[src/rtl/cfsm_pkg.sv]
`default_nettype none
package cfsm_pkg;

	localparam int HIST_BINS = 256;
	localparam int TS_W      = 48;
	localparam int ID_W      = 29;

	localparam logic [1:0] KIND_FRAME = 2'd0;
	localparam logic [1:0] KIND_READ  = 2'd1;
	localparam logic [1:0] KIND_CLEAR = 2'd2;

	localparam logic [2:0] SC_FRAME_COUNT  = 3'd0;
	localparam logic [2:0] SC_MIN_LENGTH   = 3'd1;
	localparam logic [2:0] SC_MAX_LENGTH   = 3'd2;
	localparam logic [2:0] SC_MIN_INTERVAL = 3'd3;
	localparam logic [2:0] SC_MAX_INTERVAL = 3'd4;
	localparam logic [2:0] SC_INT_TOTAL    = 3'd5;
	localparam logic [2:0] SC_LAST_TS      = 3'd6;
	localparam logic [2:0] SC_SEEN_ANY     = 3'd7;

	localparam logic [2:0] BY_MINIMUM = 3'd0;
	localparam logic [2:0] BY_MAXIMUM = 3'd1;
	localparam logic [2:0] BY_CHANGED = 3'd2;
	localparam logic [2:0] BY_FIRST   = 3'd3;
	localparam logic [2:0] BY_LAST    = 3'd4;
	localparam logic [2:0] BY_SEEN    = 3'd5;

	localparam logic [6:0] BYTE_BASE = 7'd16;
	localparam logic [6:0] BYTE_END  = 7'd80;

	localparam logic [47:0] MIN_INTERVAL_RESET = 48'h0000_7FFF_FFFF;
	localparam logic [8:0]  NO_MINIMUM         = 9'd256;

	localparam logic [1:0] CFG_TARGET_ID = 2'd0;

	typedef struct packed {
		logic [1:0]      kind;
		logic [3:0]      len;
		logic [63:0]     payload;
		logic [TS_W-1:0] ts;
		logic [11:0]     addr;
	} cfsm_op_t;

	typedef struct packed {
		logic sweep;
		logic start;
		logic busy;
	} cfsm_status_t;

endpackage
`default_nettype wire

[src/rtl/cfsm_front.sv]
`default_nettype none
module cfsm_front #(
	parameter int PAYLOAD_BYTES = 8
) (
	input  wire logic                   clk,
	input  wire logic                   arst_n,
	input  wire logic                   in_valid,
	output logic                        in_ready,
	input  wire logic [1:0]             in_kind,
	input  wire logic [159:0]           in_data,
	input  wire logic [28:0]            target_id,
	input  wire cfsm_pkg::cfsm_status_t st,
	output logic                        q_valid,
	output cfsm_pkg::cfsm_op_t          q_op,
	input  wire logic                   q_pop
);
	import cfsm_pkg::*;

	cfsm_op_t   op_q [2];
	cfsm_op_t   op_in;
	logic       wptr_q, rptr_q;
	logic [1:0] cnt_q;
	logic       keep, push;
	logic [3:0] len_raw;

	assign len_raw = in_data[32:29];

	always_comb begin
		op_in.kind    = in_kind;
		op_in.len     = (len_raw > 4'(PAYLOAD_BYTES)) ? 4'(PAYLOAD_BYTES) : len_raw;
		op_in.payload = in_data[96:33];
		op_in.ts      = in_data[144:97];
		op_in.addr    = in_data[156:145];
	end

	always_comb begin
		unique case (in_kind)
			KIND_FRAME: keep = (in_data[28:0] == target_id);
			KIND_READ:  keep = 1'b1;
			KIND_CLEAR: keep = 1'b1;
			default:    keep = 1'b0;
		endcase
	end

	assign in_ready = (cnt_q != 2'd2) && !st.sweep;
	assign push     = in_valid && in_ready && keep;
	assign q_valid  = (cnt_q != 2'd0);
	assign q_op     = op_q[rptr_q];

	always_ff @(posedge clk) begin
		if (push) begin
			op_q[wptr_q] <= op_in;
		end
	end

	always_ff @(posedge clk or negedge arst_n) begin
		if (!arst_n) begin
			wptr_q <= 1'b0;
			rptr_q <= 1'b0;
			cnt_q  <= 2'd0;
		end else begin
			if (push) wptr_q <= !wptr_q;
			if (q_pop) rptr_q <= !rptr_q;
			cnt_q <= cnt_q + 2'(push) - 2'(q_pop);
		end
	end
endmodule
`default_nettype wire

[config.mk]
export PLATFORM = sky130hd
export DESIGN_NAME = cfsm_front
export DESIGN_NICKNAME = d
export VERILOG_FILES = /design/src/rtl/cfsm_pkg.sv /design/src/rtl/cfsm_front.sv
export SDC_FILE = /design/constraint.sdc
export NUM_CORES = 1
export LEC_CHECK = 0
export BUFFER_PORTS_ARGS = -buffer_cell sky130_fd_sc_hd__buf_4
export CAP_MARGIN = 20
export CORE_MARGIN = 2
export CORE_UTILIZATION = 40
export CTS_CLUSTER_SIZE = 10
export DETAILED_ROUTE_END_ITERATION = 10
export PLACE_DENSITY = 0.71
export RECOVER_POWER = 100
export SLEW_MARGIN = 25
export SYNTH_ARGS = -nofsm -noshare
export SYNTH_HDL_FRONTEND = slang
export SYNTH_SLANG_ARGS = --single-unit
[constraint.sdc]
create_clock -name clk -period 11.9 [get_ports clk]
set_input_delay 1.19 -clock clk [delete_from_list [all_inputs] [get_ports clk]]
set_output_delay 1.19 -clock clk [all_outputs]
set_load 0.05 [all_outputs]
==> impl_metrics.toml <==
[outcome]
status = "complete, but fails checks"
violations = "max-capacitance violations, max-slew violations"

[placement]
port_buffers = 324
dpl_worst_slack_ns = 7.11
gp_congestion = 0.783
place_hpwl_mm = 14.0
place_inst = 1109

[route]
vias_per_cell = 4.74
first_iter_violations = 237
totalWireLength_mm = 20.8
drc = 0
wl_per_cell_um = 18.0
via_count = 5494
firstDrtPassIters = 4
postRouteAntennaNets = 0

[power]
p_total_uw = 2920
ir_drop_mv = 0.122
p_clk_share_pct = 27.2
power_frac_comb_pct = 33.6
p_int_uw = 1840
pwr-share-seq_pct = 39.2
leakagePower_uw = 0.00447
p_sw_uw = 1070
power.density_nw_per_um2 = 224
switching_share_pct = 36.8

[timing]
fin_setup_tns_ns = 0
fin_skew_ns = 0.00540
slew_headroom_pct = -126
hold_violations = 0
post-route-min-period_ns = 7.29
timing.final.crit_share_pct = 61.3
drv_slew = 299
fmax_mhz = 137
finalSetupViolCount = 0
rsz0062_at_grt = "no"
worst_slew_pin_slew_ns = 3.39
fin_ws_ns = 4.61

[global_route]
grt_usage_pct = 15.3
grt_pass1_vias = 5930
grt_overflow = 0
grt_pass1_wl_mm = 31.1
antenna_found_initial = 3
grt_max_degree = 72

[worst_setup_path]
end_kind = "register"
rrSetupSlack_ns = 5.19
setup.worst_path.class = "in2reg"
rr_worst_depth = 6
critPathLaunchType = "input pin"
worstReg2RegStart = "cnt_q[1]"
cp_data_required_time_ns = 11.96
arrival_ns = 7.35
r2r_end = "op_q[0][112]"
worstPathMaxFanout = 59

[floorplan]
die_h_um = 162
io-pin-count = 330
die_area_um2 = 26200
fp.dieW_um = 162
rows = 57
core_area_um2 = 24400
initial_utilization_pct = 40.8

[yosys]
synth_common_cells = "260 x edfxtp_1, 130 x mux2_2, 30 x xnor2_1"
syn_area_um2 = 9950
syn_avg_cell_area_um2 = 21.1
ys.warnings.count = 0
netlist-cell-type-count = 22
yosysMostFrequentCell = "edfxtp_1"
synth_top_area_share_pct = 78.4
syn-num-nets = 674
synth_edf_count = 260
synth_top_cell_by_area = "edfxtp_1"
synth.area.top_cells = "edfxtp_1 78%, mux2_2 15%, xnor2_1 2.6%"
ys_ff_latch = 264
syn_inst = 472
async_reset_ff_share_pct = 1.52
ys_seq_area_share_pct = 79.4
synthFlopType = "edfxtp_1"

[min_path]
hp-class = "in2async"

[cells_and_area]
fillers = 2081
utilization_pct = 53.4
multiInputGateArea_um2 = 1950
nets = 1020
drive_gt1_share_pct = 40.7
area_growth_pct = 30.8
stdcell_count = 1159
register_area_um2 = 7910

[clock_tree]
cts_buffer_depth = 3
cts_max_level = 1
ctsResizeCount = 0
clk_latency_ns = 0.52
clkSinkCount = 264
cts_buffers = 30
cts-hold-fix-buffers = 0
path_clk_slew_ns = 0.05
post-cts-setup-buffers = 0
cts_tree = "done"
clockRootBuffer = "clkbuf_16"

[run]
drv_cap = 6
-- logic make-up (layout without fill, tap and decap cells) --
logic type,count (synthesis),in the layout,synth area share [%]
AOI/OAI and AO/OA,1,1,0.0880
adders and majority gates,4,4,0.503
other,0,3,0
muxes,130,130,14.7
and+or+nand+nor,21,21,1.45
DFF,264,264,79.4
buffers and inverters,19,379,0.830
xor gates and xnor gates,33,33,2.98
-- per-stage QoR --
step	hold WS (ns)	cell area (um^2)
2_1_floorplan	0.460	9950
3_3_place_gp	0.491	12800
3_5_place_dp	0.500	12800
4_1_cts	0.427	13600
5_1_grt	0.484	13000
6_report	0.496	13000
-- layout make-up --
| cell class | count | share of cell area (%) |
|---|---|---|
| Antenna cell | 3 | 0.0577 |
| Multi-Input combinational cell | 189 | 15.0 |
| Tap cell | 324 | 3.11 |
| Clock buffer | 45 | 6.36 |
| Inverter | 3 | 0.0865 |
| Timing Repair Buffer | 330 | 14.6 |
| Sequential cell | 264 | 60.8 |
| Clock inverter | 1 | 0.0288 |
-- flip-flops by register name (all words and copies together) (netlist names) --
register  flops
cnt_q         2
op_q        260
rptr_q        1
wptr_q        1
-- worst max-delay path by stage --
stage                          start            to  slack (ns)
after floorplan           in_kind[0]    op_q[1][0]        3.09
after global placement    in_kind[0]   op_q[1][38]        7.14
after detailed placement  in_kind[0]  op_q[1][112]        7.11
after CTS                     rptr_q      q_op[49]        7.54
after global routing      in_kind[0]   op_q[0][85]        3.97
final                     in_kind[0]  op_q[0][112]        4.61
-- power by group through the flow --
| stage | sequential (uW) | clock [uW] | combinational, uW |
|---|---|---|---|
| after floorplan | 1120 | 0 | 819 |
| after global placement | 1160 | 0 | 1100 |
| after detailed placement | 1160 | 0 | 1110 |
| after CTS | 1140 | 819 | 1110 |
| after global routing | 1150 | 857 | 1030 |
| final | 1140 | 794 | 980 |
-- placed cells by master, fill, tap and decap left out --
| cell type | synthesis | routed |
|---|---|---|
| nor2_1 | 2 | 2 |
| clkinv_1 | 0 | 1 |
| a21oi_1 | 0 | 1 |
| nor4b_1 | 1 | 1 |
| dfrtp_1 | 4 | 4 |
| nand4_1 | 7 | 7 |
| diode_2 | 0 | 3 |
| xnor2_1 | 30 | 30 |
| mux2_2 | 130 | 129 |
| ha_1 | 4 | 4 |
| or4_1 | 1 | 1 |
| edfxtp_1 | 260 | 260 |
| mux2_1 | 0 | 1 |
| xnor2_2 | 1 | 1 |
| or2_2 | 1 | 1 |
| nor2b_4 | 1 | 1 |
| clkbuf_4 | 0 | 109 |
| nor4_1 | 1 | 2 |
| clkbuf_1 | 3 | 168 |
| clkbuf_16 | 0 | 31 |
| nor2b_1 | 4 | 4 |
| buf_4 | 0 | 67 |
| nand2b_1 | 2 | 2 |
| xor2_1 | 2 | 2 |
| inv_1 | 3 | 3 |
-- per-layer routing --
layer,vias to the layer above,share of wire (%),wire [um],global-route usage (%)
li1,2551,-,-,-
met1,2657,35,7350,16.5
met2,243,53,11000,28.4
met3,43,9.1,1900,4.62
met4,0,2.9,604,5.55
met5,-,0,0,0
-- worst max-delay path, cell delays in order --
cell	delay, ns
clkbuf_1	0.12
ha_1	0.21
nand2b_1	0.16
or4_1	0.52
nor4_1	0.29
a21oi_1	0.21
nor2_1	2.10
clkbuf_1	2.49
No activity file was read; power rests on OpenSTA's default activity.
